$ cat config.mk
export PLATFORM = sky130hd
export DESIGN_NAME = msh_binmap
export DESIGN_NICKNAME = d
export VERILOG_FILES = /design/src/rtl/msh_pkg.sv /design/src/rtl/msh_binmap.sv
export SDC_FILE = /design/constraint.sdc
export NUM_CORES = 2
export LEC_CHECK = 0
export BUFFER_PORTS_ARGS = -buffer_cell sky130_fd_sc_hd__buf_4
export CAP_MARGIN = 20
export CORE_MARGIN = 8
export CORE_UTILIZATION = 53
export CTS_BUF_LIST = sky130_fd_sc_hd__clkbuf_2
export CTS_CLUSTER_DIAMETER = 200
export DETAILED_ROUTE_END_ITERATION = 10
export GPL_ROUTABILITY_DRIVEN = 0
export PLACE_DENSITY = 0.68
export SETUP_SLACK_MARGIN = 0.2
export SLEW_MARGIN = 40
export SYNTH_ARGS = -nofsm -noshare
export SYNTH_HDL_FRONTEND = slang
export SYNTH_SLANG_ARGS = --single-unit
$ cat constraint.sdc
create_clock -name clk_i -period 12 [get_ports clk_i]
set_input_delay 1.2 -clock clk_i [delete_from_list [all_inputs] [get_ports clk_i]]
set_output_delay 1.2 -clock clk_i [all_outputs]
set_load 0.01 [all_outputs]
$ cat src/rtl/msh_pkg.sv
// shared types and constants of the multi-series histogram
package msh_pkg;

  localparam int unsigned OP_W       = 2;
  localparam int unsigned SERIES_W   = 3;
  localparam int unsigned SAMPLE_W   = 32;
  localparam int unsigned BIN_IDX_W  = 16;
  localparam int unsigned VAL_W      = 40;
  localparam int unsigned OUT_W      = 48;
  localparam int unsigned BIN_USED_W = 8;
  localparam int unsigned CFG_IDX_W  = 2;
  localparam int unsigned CFG_DATA_W = 32;
  localparam int unsigned BIU_W      = 9;

  typedef enum logic [OP_W-1:0] {
    OP_ADD = 2'd0,
    OP_SET = 2'd1,
    OP_GET = 2'd2,
    OP_SUM = 2'd3
  } op_e;

  typedef enum logic [CFG_IDX_W-1:0] {
    REG_RANGE_MIN   = 2'd0,
    REG_BIN_SCALE   = 2'd1,
    REG_BINS_IN_USE = 2'd2,
    REG_NONE        = 2'd3
  } cfg_reg_e;

  localparam logic [SAMPLE_W-1:0] RANGE_MIN_RST   = 32'h0000_0000;
  localparam logic [SAMPLE_W-1:0] BIN_SCALE_RST   = 32'h0001_0000;
  localparam logic [BIU_W-1:0]    BINS_IN_USE_RST = 9'd256;

  localparam logic signed [VAL_W-1:0] VAL_MAX = {1'b0, {(VAL_W-1){1'b1}}};
  localparam logic signed [VAL_W-1:0] VAL_MIN = {1'b1, {(VAL_W-1){1'b0}}};
  localparam logic signed [OUT_W-1:0] OUT_MAX = {1'b0, {(OUT_W-1){1'b1}}};
  localparam logic signed [OUT_W-1:0] OUT_MIN = {1'b1, {(OUT_W-1){1'b0}}};

endpackage

$ cat src/rtl/msh_binmap.sv
// bin map: registered offset*scale (add) or bin index, then clamp to bins in use
module msh_binmap #(
  parameter int unsigned BINS = 256,
  localparam int unsigned NW  = $clog2(BINS + 1),
  localparam int unsigned BIW = (BINS > 1) ? $clog2(BINS) : 1
) (
  input  logic                                clk_i,
  input  logic                                load_i,
  input  logic                                is_add_i,
  input  logic [msh_pkg::SAMPLE_W-1:0]        sample_i,
  input  logic [msh_pkg::SAMPLE_W-1:0]        range_min_i,
  input  logic [msh_pkg::SAMPLE_W-1:0]        bin_scale_i,
  input  logic [msh_pkg::BIN_IDX_W-1:0]       bin_index_i,
  input  logic [NW-1:0]                       n_i,
  output logic [BIW-1:0]                      bin_o
);
  import msh_pkg::*;

  logic signed [SAMPLE_W:0]   diff;
  logic [2*SAMPLE_W-1:0]      prod;
  logic [SAMPLE_W-1:0]        raw_d, raw_q;
  logic [SAMPLE_W-1:0]        n_ext;
  logic [SAMPLE_W-1:0]        clamped;

  // offset from the range floor, negative offsets land in bin 0
  assign diff = (SAMPLE_W+1)'($signed(sample_i)) - (SAMPLE_W+1)'($signed(range_min_i));
  assign prod = (2*SAMPLE_W)'(diff[SAMPLE_W-1:0]) * (2*SAMPLE_W)'(bin_scale_i);

  always_comb begin
    if (is_add_i) begin
      raw_d = diff[SAMPLE_W] ? '0 : prod[2*SAMPLE_W-1:SAMPLE_W];
    end else begin
      raw_d = SAMPLE_W'(bin_index_i);
    end
  end

  always_ff @(posedge clk_i) begin
    if (load_i) begin
      raw_q <= raw_d;
    end
  end

  assign n_ext   = SAMPLE_W'(n_i);
  assign clamped = (raw_q >= n_ext) ? (n_ext - SAMPLE_W'(1)) : raw_q;
  assign bin_o   = BIW'(clamped);

endmodule

# After elaboration in Yosys (flattened, before gate mapping)

Index checks and enable logic that the tools add are counted.
W data, S select, Z words.

Register bits after elaboration: 32
Word-level logic and storage cells: 11

$add $sub $neg: 2
Multiply operators: 1
Order comparisons: 1
Muxes and demuxes: 3
Bitwise operators: 1
Reduce and logical (&&, ||, !) cells: 1

Operator list:

| operator              | number |
|---|---|
| $mul A32 B32 Y64      | 1 |
| $sub A32 B32 Y33      | 1 |
| $ge A32 B9 Y1         | 1 |
| $mux W16              | 2 |
| $mux W8               | 1 |
| $sub A8 B1 Y8 const B | 1 |
| $reduce_or A2 Y1      | 1 |
| $not A1 Y1            | 1 |

# Longest topological paths before layout

Depth after elaboration: 4
Gate-level depth with buffers: 38
Depth with buffers taken out: 36

# Worst setup path before layout

No wires, ideal clock.

Path kind: input-to-reg
Start: in range_min_i[12] (netlist bit)
End: reg raw_q[27], data pin
Arrival: 9.792 ns
Required time: 11.738 ns
Path slack: 1.945 ns
Cell stages on the path: 35
Cells stage by stage: inv_1 ha_1 buf_2 a21o_1 a21o_1 a21oi_1 o21ai_0 a221oi_2 o32a_2 o21ai_2 a211oi_4 buf_6 mux2_1 fa_1 inv_1 fa_1 fa_1 inv_1 fa_1 inv_1 fa_1 fa_1 fa_1 inv_1 fa_1 inv_1 ha_1 nand2_1 or4_1 a31o_1 a211oi_1 and2_2 o211ai_2 o21ai_1 mux2_1

Word-level cells in the longest chain between the ends: 2

RTL lines:

| what                                                 | line             | RTL |
|---|---|---|
| start: declaration                                   | msh_binmap.sv:11 | `input logic [msh_pkg::SAMPLE_W-1:0] range_min_i,` |
| $sub A32 B32 Y33 *                                   | msh_binmap.sv:26 | `assign diff = (SAMPLE_W+1)'($signed(sample_i)) - (SAMPLE_W+1)'($signed(range_min_i));` |
| $mul A32 B32 Y64 or $reduce_or A2 Y1 (tied branches) | -                |  |
| end signal: assignment                               | msh_binmap.sv:39 | `raw_q <= raw_d;` |
| end: declaration                                     | msh_binmap.sv:21 | `logic [SAMPLE_W-1:0] raw_d, raw_q;` |

Mark *: on every way between the ends. The rest lies on a longest branch, timed or not.
A chain may end at the register's enable or synchronous reset.

# Final worst setup path

Start: in sample_i[0] (netlist bit)
End: reg raw_q[27], data pin

Word-level cells in the longest chain between the ends: 2

RTL lines:

| what                                                 | line             | RTL |
|---|---|---|
| start: declaration                                   | msh_binmap.sv:10 | `input logic [msh_pkg::SAMPLE_W-1:0] sample_i,` |
| $sub A32 B32 Y33 *                                   | msh_binmap.sv:26 |  |
| $mul A32 B32 Y64 or $reduce_or A2 Y1 (tied branches) | -                |  |

Marked as above.

==> flow_summary.html <==
<table>
<tr><th>Metric</th><th>Value</th></tr>
<tr><th colspan="2">Outcome</th></tr>
<tr><td>Outcome</td><td>finished clean</td></tr>
<tr><th colspan="2">Die</th></tr>
<tr><td>Row Count</td><td>96</td></tr>
<tr><td>Width of the chip</td><td>280 µm</td></tr>
<tr><td>Overall die height</td><td>280 µm</td></tr>
<tr><td>Core area</td><td>0.0688 mm²</td></tr>
<tr><td>Die footprint</td><td>0.0783 mm²</td></tr>
<tr><td>IO Count</td><td>132</td></tr>
<tr><td>Initial Util</td><td>53.6%</td></tr>
<tr><th colspan="2">Critical path</th></tr>
<tr><td>Setup CP Type</td><td>input pin to flop</td></tr>
<tr><td>Worst-path cell with the longest stage delay</td><td>sky130_fd_sc_hd__fa_1</td></tr>
<tr><td>Critical Path Sink Type</td><td>flop</td></tr>
<tr><td>CP dominant cell by count</td><td>sky130_fd_sc_hd__fa_1</td></tr>
<tr><td>Longest individual stage delay on the worst path</td><td>0.61 ns</td></tr>
<tr><td>Crit-path max FO</td><td>32</td></tr>
<tr><td>Crit path launch type</td><td>input pin</td></tr>
<tr><td>Critical path required time</td><td>12.13 ns</td></tr>
<tr><td>Worst path arrival time</td><td>11.36 ns</td></tr>
<tr><th colspan="2">Yosys</th></tr>
<tr><td>Cells after synthesis</td><td>4138</td></tr>
<tr><td>Count of flip-flops with a built-in enable after synthesis</td><td>32</td></tr>
<tr><td>Synth Warn #</td><td>0</td></tr>
<tr><td>Count of cell types in the netlist</td><td>84</td></tr>
<tr><td>Top cells by area in the synthesized netlist</td><td>sky130_fd_sc_hd__fa_1 (49%), sky130_fd_sc_hd__ha_1 (10%), sky130_fd_sc_hd__inv_1 (9.7%)</td></tr>
<tr><td>Leading cell type by number of instances after synthesis</td><td>sky130_fd_sc_hd__inv_1</td></tr>
<tr><td>Share of synthesized area occupied by flip-flops and latches</td><td>2.60%</td></tr>
<tr><td>Synth Register Bits</td><td>32</td></tr>
<tr><td>Net Count, Synth</td><td>5460</td></tr>
<tr><td>Synthesized area divided by synthesized cell count</td><td>8.92 µm²</td></tr>
<tr><td>Most used DFF post-synth</td><td>sky130_fd_sc_hd__edfxtp_1</td></tr>
<tr><td>Most numerous cell types in the synthesized netlist</td><td>sky130_fd_sc_hd__inv_1 (958), sky130_fd_sc_hd__fa_1 (896), sky130_fd_sc_hd__nand2_1 (546)</td></tr>
<tr><td>Synth top area share</td><td>48.6%</td></tr>
<tr><td>Share of synthesized flip-flops with an asynchronous set or reset</td><td>0%</td></tr>
<tr><td>Leading area contributor after synthesis</td><td>sky130_fd_sc_hd__fa_1</td></tr>
<tr><td>Summed instance area of the synthesized netlist</td><td>0.0369 mm²</td></tr>
<tr><th colspan="2">Detailed routing</th></tr>
<tr><td>Residual DRC</td><td>0</td></tr>
<tr><td>Avg WL per Cell</td><td>19.0 µm</td></tr>
<tr><td>Length of the first detailed-routing pass in iterations</td><td>8</td></tr>
<tr><td>Final wirelength</td><td>95800 µm</td></tr>
<tr><td>Vias post-DR</td><td>27300</td></tr>
<tr><td>Initial DRC Count</td><td>1538</td></tr>
<tr><td>Post-detailed-route via-to-cell ratio</td><td>5.41</td></tr>
<tr><td>Final ANT Viol Nets</td><td>0</td></tr>
<tr><th colspan="2">Layout</th></tr>
<tr><td>Fraction of final layout cells sized beyond drive strength 1</td><td>6.21%</td></tr>
<tr><td>Area added between synthesis and finish</td><td>5.38%</td></tr>
<tr><td>Largest regs</td><td>raw_q (32)</td></tr>
<tr><td>Finished layout cell area</td><td>0.0389 mm²</td></tr>
<tr><td>Register containing the most flip-flops in the final layout</td><td>raw_q</td></tr>
<tr><td>Net total in the final layout</td><td>5427</td></tr>
<tr><td>Number of flip-flops under the largest register name</td><td>32</td></tr>
<tr><th colspan="2">Clocking</th></tr>
<tr><td>Post-cts gate resize count</td><td>0</td></tr>
<tr><td># hold bufs at CTS</td><td>0</td></tr>
<tr><td>Post-CTS Setup Inserts</td><td>0</td></tr>
<tr><td>Deepest clock path buffer count</td><td>2</td></tr>
<tr><td>Inserted Clock Buffers</td><td>5</td></tr>
<tr><td>TritonCTS clock tree</td><td>yes</td></tr>
<tr><td>Max H-tree Level</td><td>2</td></tr>
<tr><td>Clock sink total</td><td>32</td></tr>
<tr><td>Post-CTS clock slew at the launch and capture registers of the worst setup and hold paths</td><td>0.17 ns</td></tr>
<tr><td>Library cell used as clock root buffer</td><td>sky130_fd_sc_hd__clkbuf_2</td></tr>
<tr><th colspan="2">Flow run</th></tr>
<tr><td>Count of maximum capacitance violations</td><td>0</td></tr>
<tr><th colspan="2">Timing</th></tr>
<tr><td>Max Clock Freq</td><td>89.0 MHz</td></tr>
<tr><td>Slew Limit Headroom</td><td>46.0%</td></tr>
<tr><td>Max-slew violation count</td><td>0</td></tr>
<tr><td>Number of hold violations in the final report</td><td>0</td></tr>
<tr><td>Fin crit share</td><td>93.6%</td></tr>
<tr><td>Number of setup violations in the final report</td><td>0</td></tr>
<tr><td>Slew at the pin closest to its max-slew limit</td><td>0.805 ns</td></tr>
<tr><td>Setup repair after global routing missed its margin</td><td>false</td></tr>
<tr><td>Shortest clock period the worst path allows after layout</td><td>11.23 ns</td></tr>
<tr><td>Post-Route Setup TNS</td><td>0 ns</td></tr>
<tr><th colspan="2">Global route</th></tr>
<tr><td>Initial antenna violation count</td><td>1</td></tr>
<tr><td>Pin count of the biggest net entering global routing</td><td>48</td></tr>
<tr><td>First-pass GRT wire length</td><td>159000 µm</td></tr>
<tr><td>Number of global-route vias before repair</td><td>30100</td></tr>
<tr><td>GR Util All Layers</td><td>25.2%</td></tr>
<tr><td>Overall overflow remaining after global route</td><td>0</td></tr>
<tr><th colspan="2">Min path</th></tr>
<tr><td>Hold Path End</td><td>raw_q[1]</td></tr>
<tr><td>Beginning of the worst hold path</td><td>bin_index_i[1]</td></tr>
<tr><td>Class of the tightest hold or removal check</td><td>input pin to flop</td></tr>
<tr><td>Worst Hold Depth</td><td>3</td></tr>
<tr><th colspan="2">Placement</th></tr>
<tr><td>Count of input and output buffers</td><td>131</td></tr>
<tr><td>Post-placement cell area</td><td>0.0388 mm²</td></tr>
<tr><td>HPWL Detailed</td><td>78200 µm</td></tr>
</table>
[routing by layer]
metal	vias to the layer above	track usage [%]	share of wire [%]
li1	12200	-	-
met1	14200	30.9	39
met3	151	1.92	4.2
met5	-	0	0
met2	693	47.8	54
met4	0	5.89	2.7
[stage by stage]
stage                     hold WS [ns]  cells  worst slack [ns]  util (%)
after floorplan                   1.31   4138              1.95         -
after global placement            1.56   5029             0.585      56.4
after detailed placement          1.56   5029             0.603      56.4
after CTS                         1.15   5037             0.992      56.5
after global routing              1.16   5037             0.406      56.5
final                             1.17   5038             0.767      56.5
[worst max path at each step]
| stage | start | end | slack, ns | cells after the start |
|---|---|---|---|---|
| 6_report | sample_i[0] | raw_q[27] | 0.77 | 34 |
| 5_1_grt | sample_i[0] | raw_q[27] | 0.41 | 34 |
| 4_1_cts | sample_i[7] | raw_q[27] | 0.99 | 31 |
| 3_5_place_dp | sample_i[7] | raw_q[27] | 0.60 | 31 |
| 3_3_place_gp | sample_i[0] | raw_q[27] | 0.58 | 34 |
| 2_1_floorplan | range_min_i[12] | raw_q[27] | 1.95 | 35 |
[layout by cell type (no fill, tap or decap), types with 55 or more instances in the layout]
| cell | n |
|---|---|
| sky130_fd_sc_hd__nor2_1 | 55 |
| sky130_fd_sc_hd__o21ai_0 | 68 |
| sky130_fd_sc_hd__inv_1 | 958 |
| sky130_fd_sc_hd__ha_1 | 301 |
| sky130_fd_sc_hd__a21oi_1 | 108 |
| sky130_fd_sc_hd__buf_4 | 174 |
| sky130_fd_sc_hd__and2_1 | 471 |
| sky130_fd_sc_hd__nand2b_1 | 62 |
| sky130_fd_sc_hd__fa_1 | 896 |
| sky130_fd_sc_hd__nand2_1 | 546 |
[cell type report]
cell class	instances	area [µm²]
tap	931	1160
sequential	32	961
fill	6226	29900
inverter	958	3600
clock buffer	7	35.0
clock inverter	1	3.75
timing repair buffer	177	1370
antenna	1	2.50
multi-input combinational	2931	31800
[critical path: cells and delay by family]
| kind | cells | cell delay, ns |
|---|---|---|
| xor gates and xnor gates | 1 | 0.16 |
| buffers and inverters | 5 | 0.65 |
| muxes | 1 | 0.34 |
| AOI/OAI and AO/OA | 12 | 3.21 |
| adders and majority gates | 11 | 5.05 |
| and+or+nand+nor | 4 | 0.74 |
[kinds of logic after synthesis]
group	after synthesis	share of synthesized area, %
xor+xnor	54	1.28
mux	44	1.26
compound gates	351	6.25
buf+inv	1175	12.1
simple gates	1284	17.7
fa+ha+maj	1198	58.8
flops	32	2.60
Power is not shown: default switching activity piles up to over one toggle a cycle in this logic, so the estimate is an artifact.
