File: config.mk
export PLATFORM = sky130hd
export DESIGN_NAME = msh_alu
export DESIGN_NICKNAME = d
export VERILOG_FILES = /design/src/rtl/msh_pkg.sv /design/src/rtl/msh_alu.sv
export SDC_FILE = /design/constraint.sdc
export NUM_CORES = 1
export LEC_CHECK = 0
export BUFFER_PORTS_ARGS = -buffer_cell sky130_fd_sc_hd__buf_2
export CAP_MARGIN = 0
export CORE_AREA = 2 2 119 121
export DETAILED_ROUTE_END_ITERATION = 8
export DIE_AREA = 0 0 121 123
export MAX_ROUTING_LAYER = met4
export PLACE_DENSITY = 0.57
export SLEW_MARGIN = 30
export SYNTH_ARGS = -nofsm -noshare
export SYNTH_HDL_FRONTEND = slang
export SYNTH_SLANG_ARGS = --single-unit
export TNS_END_PERCENT = 20
File: constraint.sdc
create_clock -name vclk -period 6.3
set_clock_uncertainty 0.2 [all_clocks]
set_input_delay 1.26 -clock vclk [all_inputs]
set_output_delay 1.26 -clock vclk [all_outputs]
set_load 0.05 [all_outputs]
File: src/rtl/msh_pkg.sv
// shared types and constants of the multi-series histogram
package msh_pkg;

  localparam int unsigned OP_W       = 2;
  localparam int unsigned SERIES_W   = 3;
  localparam int unsigned SAMPLE_W   = 32;
  localparam int unsigned BIN_IDX_W  = 16;
  localparam int unsigned VAL_W      = 40;
  localparam int unsigned OUT_W      = 48;
  localparam int unsigned BIN_USED_W = 8;
  localparam int unsigned CFG_IDX_W  = 2;
  localparam int unsigned CFG_DATA_W = 32;
  localparam int unsigned BIU_W      = 9;

  typedef enum logic [OP_W-1:0] {
    OP_ADD = 2'd0,
    OP_SET = 2'd1,
    OP_GET = 2'd2,
    OP_SUM = 2'd3
  } op_e;

  typedef enum logic [CFG_IDX_W-1:0] {
    REG_RANGE_MIN   = 2'd0,
    REG_BIN_SCALE   = 2'd1,
    REG_BINS_IN_USE = 2'd2,
    REG_NONE        = 2'd3
  } cfg_reg_e;

  localparam logic [SAMPLE_W-1:0] RANGE_MIN_RST   = 32'h0000_0000;
  localparam logic [SAMPLE_W-1:0] BIN_SCALE_RST   = 32'h0001_0000;
  localparam logic [BIU_W-1:0]    BINS_IN_USE_RST = 9'd256;

  localparam logic signed [VAL_W-1:0] VAL_MAX = {1'b0, {(VAL_W-1){1'b1}}};
  localparam logic signed [VAL_W-1:0] VAL_MIN = {1'b1, {(VAL_W-1){1'b0}}};
  localparam logic signed [OUT_W-1:0] OUT_MAX = {1'b0, {(OUT_W-1){1'b1}}};
  localparam logic signed [OUT_W-1:0] OUT_MIN = {1'b1, {(OUT_W-1){1'b0}}};

endpackage

File: src/rtl/msh_alu.sv
// shared adder with 40-bit and 48-bit saturation taps
module msh_alu #(
  parameter int unsigned ACCW = 49
) (
  input  logic signed [ACCW-1:0]              a_i,
  input  logic signed [msh_pkg::VAL_W-1:0]    b_i,
  output logic signed [ACCW-1:0]              sum_o,
  output logic signed [msh_pkg::VAL_W-1:0]    sat40_o,
  output logic signed [msh_pkg::OUT_W-1:0]    sat48_o
);
  import msh_pkg::*;

  localparam int unsigned EW = (ACCW > OUT_W + 1) ? ACCW : OUT_W + 1;
  localparam logic signed [EW-1:0] MAX40 = EW'(VAL_MAX);
  localparam logic signed [EW-1:0] MIN40 = EW'(VAL_MIN);
  localparam logic signed [EW-1:0] MAX48 = EW'(OUT_MAX);
  localparam logic signed [EW-1:0] MIN48 = EW'(OUT_MIN);

  logic signed [EW-1:0] a_ext, b_ext, s;

  assign a_ext = EW'(a_i);
  assign b_ext = EW'(b_i);
  assign s     = a_ext + b_ext;
  assign sum_o = ACCW'(s);

  always_comb begin
    if (s > MAX40) begin
      sat40_o = VAL_MAX;
    end else if (s < MIN40) begin
      sat40_o = VAL_MIN;
    end else begin
      sat40_o = s[VAL_W-1:0];
    end
  end

  always_comb begin
    if (s > MAX48) begin
      sat48_o = OUT_MAX;
    end else if (s < MIN48) begin
      sat48_o = OUT_MIN;
    end else begin
      sat48_o = s[OUT_W-1:0];
    end
  end

endmodule

# Word level (Yosys, flattened, before mapping)
# Cells that the tools add are included.
# op_classes
n_mux,4
n_lt_le_gt_ge,4
addsub,1
# ops
operator,count
$mux W48,2
$mux W40,2
$add A49 B40 Y49,1
$gt A49 B40 Y1 const B,1
$gt A49 B48 Y1 const B,1
$lt A49 B40 Y1 const B,1
$lt A49 B48 Y1 const B,1
# totals
register_bits,0
out_inout_bits,137
input_bits,89

# Longest topological paths before layout
# Gate-level depths: netlist of run 1.
# logic_depth
depth_word,4
mapped_depth,16
mapped_depth_nobuf,14

# Worst setup path after synthesis of run 1
# OpenSTA, ideal clock, no wires.
# synth_path
path_kind,input to output
from,input port a_i[0]
to,output port sat40_o[10] in the netlist's numbering
slack_ns,-1.215
t_required_ns,4.840
t_arrival_ns,6.055
path_stages,14
n_path_buf,1
path_cell_list,ha_1 > inv_1 > fa_1 > nand2b_1 > a21oi_1 > a21boi_2 > o21ai_1 > nor3_1 > a31oi_1 > nor3b_1 > and4_1 > a31oi_1 > clkbuf_1 > o21ai_0
# synth_between
elab_chain_cells,4
# synth_lines
element,line,rtl
from (decl),msh_alu.sv:5,"input logic signed [ACCW-1:0] a_i,"
$add A49 B40 Y49 *,msh_alu.sv:23,assign s = a_ext + b_ext;
via sum_o[44],msh_alu.sv:7,"output logic signed [ACCW-1:0] sum_o,"
$lt A49 B40 Y1,msh_alu.sv:29,end else if (s < MIN40) begin
$mux W40,msh_alu.sv:29,
$mux W40 *,msh_alu.sv:27,if (s > MAX40) begin
to (decl),msh_alu.sv:8,"output logic signed [msh_pkg::VAL_W-1:0] sat40_o,"
# The timed path passes the listed nets; every way through them passes the cells marked *.

# Worst setup path after layout of run 1
# layout_path
from,input port b_i[0] in the netlist's numbering
to,output port sat40_o[16] in the netlist's numbering
# layout_between
elab_chain_cells,4
# layout_lines
element,line,rtl
from (decl),msh_alu.sv:6,"input logic signed [msh_pkg::VAL_W-1:0] b_i,"
$add A49 B40 Y49 *,msh_alu.sv:23,
$lt A49 B40 Y1,msh_alu.sv:29,
$mux W40,msh_alu.sv:29,
$mux W40 *,msh_alu.sv:27,
# Mark *: on every way between the ends. The rest lies on a longest branch, timed or not.

==> flow_metrics.env, run 1 <==
export IMPL_status="finished, violations left"
export IMPL_violations="setup timing"
export IMPL_holdWs_ns=2.776
export IMPL_netlist_area_um2=3871
export IMPL_synth_cell_types=56
export IMPL_crit_family="simple AND/OR/NAND/NOR gates"
export IMPL_grt_met1_usage_pct=30.75
export IMPL_worstPathCellList="buf_8 > ha_4 > inv_2 > fa_2 > nand2b_4 > a21oi_4 > buf_6 > o2111ai_4 > or3b_4 > nor3_4 > o211ai_1 > xor2_2 > or4_4 > o31ai_4 > buf_12 > buf_12 > o21ai_4 > buf_8"
export IMPL_grt_pass1_vias=5239
export IMPL_tightest_slew_ns=0.5398
export IMPL_worstSetupPathType="in2out"
export IMPL_clkPwrFrac_pct=0
export IMPL_stdcell_count=1080
export IMPL_cp_required_ns=4.84
export IMPL_setup_viol=15
export IMPL_synthesis_yosys_warnings=0
export IMPL_dp_cells=1068
export IMPL_drive_above_1_share_pct=45.00
export IMPL_synth_largest_area_cell="o21ai_0"
export IMPL_postRouteAntennaNets=0
export IMPL_num_io_pins=226
export IMPL_arrival_ns=4.87
export IMPL_slew_viol_final=0
export IMPL_multi_input_area_um2=4059
export IMPL_ir_worst_vdd_mv=0.1861
export IMPL_period_share_pct=100.4
export IMPL_dp_hpwl_um=15140
export IMPL_wl_um=18490
export IMPL_p_int_w=0.0006042
export IMPL_grt_overflow=0
export IMPL_num_vias=5630
export IMPL_seq_cell_count=0
export IMPL_core_area_um2=13610
export IMPL_hold_path_class="in2out"
export IMPL_dieHeight_um=123
export IMPL_grt_pass1_wl_um=27370
export IMPL_ys_seq_area_share_pct=0
export IMPL_die_x_um=121
export IMPL_start_util_pct=28.44
export IMPL_critical_path_slowest_cell="or4_4"
export IMPL_comb_power_share_pct=100.0
export IMPL_finalWeightedCongestion=0.9542
export IMPL_seq_power_share_pct=0
export IMPL_p_leak_nw=3.147
export IMPL_drc=0
export IMPL_nets=1040
export IMPL_dieArea_um2=14880
export IMPL_portBuffers=226
export IMPL_grt_busiest_layer="met2"
export IMPL_seq_area_um2=0
export IMPL_maxCapViolCount=0
export IMPL_syn_inst=619
export IMPL_rsz0062_at_grt="true"
export IMPL_netlist_top_cells_area="o21ai_0 17%, ha_1 16%, a21oi_1 7.4%"
export IMPL_p_sw_share_pct=70.92
export IMPL_min_to="sum_o[0]"
export IMPL_gr_usage_met3_pct=1.245
export IMPL_whs_path_depth=3
export IMPL_synth_commonest_cells="135 x o21ai_0, 57 x a21oi_1, 54 x inv_1, 48 x ha_1, 44 x nand2_1"
export IMPL_nClkBuffers=0
export IMPL_syn_nets=757
export IMPL_area_growth_pct=71.72
export IMPL_path_max_fanout=5
export IMPL_antenna_found_initial=0
export IMPL_min_delay_start="a_i[0]"
export IMPL_crit_buf_inv=6
export IMPL_hold_violations=0
export IMPL_drt_iter0_markers=336
export IMPL_n_antenna_cell=0
export IMPL_drt_pass1_iter_count=6
export IMPL_timing_final_ws_setup_ns=-0.02662
export IMPL_grt_max_degree=49
export IMPL_wl_per_cell_um=17.12
export IMPL_start_kind="input pin"
export IMPL_nFillCells=1434
export IMPL_period_minus_slack_ns=6.327
export IMPL_cp_slowest_stage_delay_ns=0.54
export IMPL_end_kind="output port"
export IMPL_rows=43
export IMPL_use_met2_pct=39.96
export IMPL_yosysMostFrequentCell="o21ai_0"
export IMPL_pwr_density_cell_nw_per_um2=312.5
export IMPL_maxSlewHeadroom_pct=63.74
export IMPL_netSwitchingPower_w=0.001473
export IMPL_finalPower_w=0.002078
export IMPL_fmaxAchievable_mhz=158.1
export IMPL_vias_per_cell=5.213
export IMPL_grt_usage_pct=23.35
export IMPL_syn_avg_cell_area_um2=6.254
export IMPL_synth_top_area_share_pct=17.45
==> cell usage in the layout, fill, tap and decap left out, types with 4 or more instances in the layout <==
master    instances
xnor2_1          22
a211o_1           5
inv_1            52
nand2b_1          5
o21ai_4          15
ha_1             36
o211ai_1          8
o21bai_1          4
buf_6            31
nand2_1          44
o21ai_2          24
nor2b_1           4
buf_2           198
a21oi_1          52
nand4_1          14
maj3_1           12
ha_4              9
o21ai_0         101
nor4_1            5
xor2_1           16
buf_4            76
and3_1            4
buf_12            9
a21oi_2           4
nor2_1           30
xor2_2            4
o21a_1            4
a31oi_1          10
and4_1            6
a21o_1           19
nor3_1           11
o21ai_1           9
==> worst max-delay path by stage <==
stage	cells past startpoint	endpoint	startpoint	slack (ns)
finish	18	sat40_o[16]	b_i[0]	-0.03
global route	18	sat40_o[16]	b_i[0]	-0.14
CTS	18	sat40_o[3]	a_i[0]	-0.007
detailed placement	18	sat40_o[2]	b_i[0]	-0.26
global placement	19	sat40_o[18]	a_i[0]	-0.23
floorplan	11	sat48_o[32]	a_i[0]	-0.19
==> logic make-up after synthesis <==
family | Yosys count | share of synthesized area, %
AOI/OAI and AO/OA | 280 | 42.50
and+or+nand+nor | 143 | 18.58
buffers and inverters | 91 | 9.825
adders and majority gates | 61 | 19.13
xor gates and xnor gates | 44 | 9.955
==> power by group through the flow <==
stage          clock (W)  sequential [W]  combinational, W
2_1_floorplan          0               0           0.00140
3_3_place_gp           0               0           0.00193
3_5_place_dp           0               0           0.00193
4_1_cts                0               0           0.00200
5_1_grt                0               0           0.00218
6_report               0               0           0.00208
==> final cells by class <==
cell class / count / area share [%]
Timing Repair Buffer: 318 / 32.51
Inverter: 54 / 3.049
Tap cell: 180 / 3.388
Multi-Input combinational cell: 528 / 61.06
==> metrics by stage <==
step | utilization (%) | cell area [um^2] | TNS [ns] | setup WS [ns]
floorplan | - | 4138 | -5.192 | -0.1910
global placement | 44.30 | 6030 | -8.388 | -0.2271
detailed placement | 44.30 | 6030 | -9.015 | -0.2598
CTS | 45.91 | 6248 | -0.01217 | -0.006920
global route | 48.84 | 6648 | -3.829 | -0.1438
finish | 48.84 | 6648 | -0.1647 | -0.02662
==> metal layers <==
metal	up-vias	share of wire, %
met5	-	0
met4	0	2.2
met3	24	4.3
met2	192	48
met1	2595	46
li1	2819	-
==> repair_timing <==
item,in CTS,in global routing
setup buffers,1,9
gates resized for setup,53,67
cloned,1,2
endpoints found under the hold margin,0,0
pin swaps,7,19
hold buffers,0,0
setup endpoints to repair,51,74
Note: power is estimated with default switching activity, not from simulation.
==> inputs of run 2 (changes only) <==
--- a/config.mk
+++ b/config.mk
@@ -12,6 +12,7 @@
 export DIE_AREA = 0 0 121 123
 export MAX_ROUTING_LAYER = met4
 export PLACE_DENSITY = 0.57
+export REMOVE_ABC_BUFFERS = 1
 export SLEW_MARGIN = 30
 export SYNTH_ARGS = -nofsm -noshare
 export SYNTH_HDL_FRONTEND = slang
==> run 2 against run 1 <==
The run now ends clean. Flip-flop and latch count unchanged. Critical endpoint is now sat40_o[35]. Critical path type unchanged. Global-route usage decreased by 2.1 points. Via count fell by 1.8%. Largest cell class unchanged. Die area unchanged. Setup slack improved by 0.10 ns. Cell count decreased by 2.0%. Utilization down 6.2 points. Critical path depth shrank 3. First-iteration DRC count grew 3.3%.
==> flow_metrics.env, run 2 (synthesis results as in run 1) <==
export IMPL_status="complete, no violations"
export IMPL_crit_start="a_i[30]"
export IMPL_end_kind="output port"
export IMPL_period_share_pct=98.81
export IMPL_finalPower_w=0.001824
export IMPL_path_max_fanout=10
export IMPL_setup_viol=0
export IMPL_grt_max_degree=37
export IMPL_start_util_pct=28.44
export IMPL_worstSetupPathType="in2out"
export IMPL_cp_required_ns=4.84
export IMPL_grt_usage_pct=21.27
export IMPL_hold_buffers=0
export IMPL_dieHeight_um=123
export IMPL_seq_area_um2=0
export IMPL_layout_commonest_cell="buf_2"
export IMPL_hold_path_class="in2out"
export IMPL_nets=1018
export IMPL_comb_power_share_pct=100.0
export IMPL_grt_pass1_vias=4944
export IMPL_clkPwrFrac_pct=0
export IMPL_maxSlewHeadroom_pct=57.93
export IMPL_seq_cell_count=0
export IMPL_n_antenna_cell=0
export IMPL_arrival_ns=4.76
export IMPL_netSwitchingPower_w=0.001357
export IMPL_period_minus_slack_ns=6.225
export IMPL_wl_met2_um=7839
export IMPL_start_kind="input pin"
export IMPL_pwr_density_cell_nw_per_um2=314.4
export IMPL_num_vias=5529
export IMPL_cp_endpoint="sat40_o[35]"
export IMPL_finalWeightedCongestion=0.9976
export IMPL_die_x_um=121
export IMPL_rsz0062_at_grt="true"
export IMPL_final_util_pct=42.62
export IMPL_core_area_um2=13610
export IMPL_portBuffers=226
export IMPL_wl_per_cell_um=15.91
export IMPL_drt_iter0_markers=347
export IMPL_met1_length_um=7898
export IMPL_num_io_pins=226
export IMPL_grt_overflow=0
export IMPL_mostFrequentLayoutCells="220 x buf_2, 133 x o21ai_0, 67 x buf_4"
export IMPL_wl_met3_um=903
export IMPL_ir_worst_vdd_mv=0.1633
export IMPL_dieArea_um2=14880
export IMPL_maxCapViolCount=0
export IMPL_p_sw_share_pct=74.37
export IMPL_p_int_w=0.0004675
export IMPL_p_leak_nw=2.876
export IMPL_worstPathCellList="buf_2 > ha_1 > nand4_1 > nor3_2 > inv_1 > o22ai_1 > a311oi_4 > and4_1 > a211o_1 > or4_4 > o31ai_4 > buf_6 > clkbuf_4 > o21ai_1 > buf_2"
export IMPL_postRouteAntennaNets=0
export IMPL_hold_violations=0
export IMPL_fmaxAchievable_mhz=160.6
export IMPL_antenna_found_initial=0
export IMPL_vias_per_cell=5.226
export IMPL_nFillCells=1492
export IMPL_nClkBuffers=0
export IMPL_slew_viol_final=0
export IMPL_seq_power_share_pct=0
export IMPL_top_layer_used="met4"
export IMPL_area_growth_pct=49.87
export IMPL_drc=0
export IMPL_tightest_slew_ns=0.6245
export IMPL_cp_slowest_stage_delay_ns=0.54
export IMPL_wl_um=16830
export IMPL_cp_common_cell="buf_2"
export IMPL_drive_above_1_share_pct=37.93
export IMPL_dp_hpwl_um=14010
export IMPL_critical_path_slowest_cell="or4_4"
export IMPL_drt_pass1_iter_count=5
export IMPL_grt_pass1_wl_um=25320
export IMPL_rows=43
run 2: cell type report:
type / count / area [um^2] / share of cell area [%]
Multi-Input combinational cell: 528 / 3637 / 62.69
Timing Repair Buffer: 296 / 1737 / 29.93
Tap cell: 180 / 225.2 / 3.882
Inverter: 54 / 202.7 / 3.494
run 2: what timing repair did:
| action | in CTS | in global routing |
|---|---|---|
| gates resized for setup | 2 | 47 |
| pin swaps | 0 | 6 |
| gates cloned | 0 | 2 |
| endpoints found under the setup margin | 51 | 87 |
| buffers inserted | 0 | 2 |
run 2: worst max-delay path: cells and delay by family:
kind                       cells  cell delay, ns
AOI/OAI and AO/OA              5            0.97
adders and majority gates      1            0.43
buffers and inverters          5            0.74
and+or+nand+nor                4            1.37
run 2: routing by layer:
layer  global-route usage [%]  vias to the layer above
li1                         -                     2778
met1                    29.48                     2523
met2                    35.08                      214
met3                    1.245                       14
met4                    2.762                        0
met5                        -                        -
run 2: stage by stage:
step                      setup slack, ns  cell area, um^2  std cells  hold slack, ns  setup TNS (ns)
after floorplan                    -1.696             3694        582           2.709         -105.78
after global placement           -0.03024             5612       1054           2.837         -0.4381
after detailed placement         -0.09480             5612       1054           2.851          -2.527
after CTS                        -0.02048             5623       1054           2.844         -0.1562
after global routing             -0.03543             5802       1058           2.859         -0.2942
final                             0.07520             5802       1058           2.842               0
run 2: how the worst min path moves through the flow:
stage	from	endpoint	slack, ns	cells past startpoint
after floorplan	b_i[0]	sum_o[0]	2.71	1
after global placement	a_i[0]	sum_o[0]	2.84	3
after detailed placement	b_i[0]	sum_o[0]	2.85	3
after CTS	a_i[0]	sum_o[0]	2.84	3
after global routing	b_i[0]	sum_o[0]	2.86	3
final	b_i[0]	sum_o[0]	2.84	3
run 2: power by group through the flow:
stage                     sequential (W)  combinational, W  clock (W)
after global routing                   0           0.00194          0
after CTS                              0           0.00179          0
after floorplan                        0           0.00130          0
after detailed placement               0           0.00178          0
after global placement                 0           0.00178          0
final                                  0           0.00182          0
==> inputs of run 3 (changes only) <==
==> constraint.sdc (replaced) <==
create_clock -name vclk -period 6.3
set_clock_uncertainty 0.2 [all_clocks]
set_input_delay 0.945 -clock vclk [all_inputs]
set_output_delay 0.945 -clock vclk [all_outputs]
set_load 0.05 [all_outputs]
==> run 3 against run 2 <==
Utilization fell by 4.6 points. Via count fell by 5.0%. Highest routed layer unchanged. Global-route usage fell by 0.82 points. Wire length fell by 6.7%. Power fell by 6.0%. Clock-buffer cell count did not move. Sequential share of layout area did not move.
==> flow_metrics.env, run 3 (synthesis results as in run 1) <==
export IMPL_path_max_fanout=16
export IMPL_num_io_pins=226
export IMPL_worstSetupPathType="in2out"
export IMPL_grt_pass1_wl_um=24530
export IMPL_grt_max_degree=50
export IMPL_end_kind="output port"
export IMPL_num_vias=5254
export IMPL_antenna_found_initial=0
export IMPL_grt_pass1_vias=4688
export IMPL_cp_slowest_stage_delay_ns=0.72
export IMPL_mostFrequentLayoutCells="226 x buf_2, 135 x o21ai_0, 56 x a21oi_1"
export IMPL_cp_required_ns=5.15
export IMPL_drc=0
export IMPL_drt_iter0_markers=339
export IMPL_die_x_um=121
export IMPL_portBuffers=226
export IMPL_grt_usage_pct=20.45
export IMPL_stdcell_count=1000
export IMPL_dieArea_um2=14880
export IMPL_finalWeightedCongestion=0.9314
export IMPL_wl_per_cell_um=15.71
export IMPL_core_area_um2=13610
export IMPL_wl_um=15710
export IMPL_cts_resized=0
export IMPL_tightest_slew_ns=0.6509
export IMPL_maxSlewHeadroom_pct=56.29
export IMPL_cts_setup_buffers=0
export IMPL_start_kind="input pin"
export IMPL_finalPower_w=0.001714
export IMPL_pwr_density_cell_nw_per_um2=331.4
export IMPL_setup_viol=0
export IMPL_hold_buffers=0
export IMPL_nets=960
export IMPL_arrival_ns=4.86
export IMPL_worstPathCellList="buf_2 > ha_1 > a21o_1 > a22oi_1 > a21boi_2 > o21ai_1 > o41ai_4 > nor3_1 > o211a_1 > or3_2 > buf_4 > maj3_1 > buf_2"
export IMPL_rows=43
export IMPL_area_growth_pct=33.61
export IMPL_start_util_pct=28.44
export IMPL_nClkBuffers=0
export IMPL_seq_cell_count=0
export IMPL_postRouteAntennaNets=0
export IMPL_rsz0062_at_grt="false"
export IMPL_drt_pass1_iter_count=5
export IMPL_critical_path_slowest_cell="or3_2"
export IMPL_fmaxAchievable_mhz=166.5
export IMPL_grt_overflow=0
export IMPL_dieHeight_um=123
export IMPL_dp_cells=1000
export IMPL_hold_violations=0
export IMPL_period_minus_slack_ns=6.007
export IMPL_drive_above_1_share_pct=30.85
export IMPL_slew_viol_final=0
export IMPL_seq_area_um2=0
export IMPL_ir_worst_vdd_mv=0.1763
export IMPL_n_antenna_cell=0
export IMPL_cp_common_cell="buf_2"
export IMPL_vias_per_cell=5.254
export IMPL_p_leak_nw=2.546
export IMPL_period_share_pct=95.35
export IMPL_dp_hpwl_um=13210
export IMPL_nFillCells=1496
export IMPL_status="complete, no violations"
export IMPL_hold_path_class="in2out"
export IMPL_maxCapViolCount=0
export IMPL_layout_commonest_cell="buf_2"
[run 3: cell types whose count changed in the layout (fill, tap and decap cells not counted), sizes merged]
| cell | previous run | this run |
|---|---|---|
| buf | 295 | 238 |
| clkbuf | 1 | 0 |
[run 3: worst max-delay path, delay by kind of cell]
kind	cells	cell delay (ns)
simple gates	2	0.88
compound gates	6	1.68
buf+inv	3	0.61
fa+ha+maj	2	0.72
[run 3: where the power goes]
group | switching [W] | total (W) | leakage [nW] | internal (W)
Clock | 0 | 0 | 0 | 0
Sequential | 0 | 0 | 0 | 0
Combinational | 0.00133 | 0.00171 | 2.55 | 0.000389
[run 3: worst paths after layout]
| kind | startpoint | end | slack [ns] | depth (start not counted) |
|---|---|---|---|---|
| setup / recovery | a_i[7] | sat48_o[1] | 0.29 | 13 |
| hold / removal | b_i[0] | sum_o[0] | 2.20 | 3 |
[run 3: area by class of cell]
cell class	instances	area, um^2	area share (%)
inverters	54	202.7	3.919
well taps	180	225.2	4.354
repair buffers	238	1234	23.85
multi-input cells	528	3511	67.88
[run 3: per-layer routing]
layer	vias up	track usage, %	part of all wire, %
met5	-	-	0
met4	0	1.163	0.73
met3	12	0.9686	6.3
met2	221	33.85	45
met1	2361	28.96	48
li1	2660	-	-
[run 3: stage by stage]
step | hold WS, ns | setup slack, ns | TNS (ns) | utilization [%] | instance area, um^2
finish | 2.199 | 0.2929 | 0 | 38.00 | 5172
global route | 2.226 | 0.04852 | 0 | 38.00 | 5172
CTS | 2.203 | 0.1947 | 0 | 37.97 | 5169
detailed placement | 2.206 | 0.1998 | 0 | 37.97 | 5169
global placement | 2.201 | 0.2428 | 0 | 37.97 | 5169
floorplan | 2.079 | -1.066 | -59.03 | - | 3694
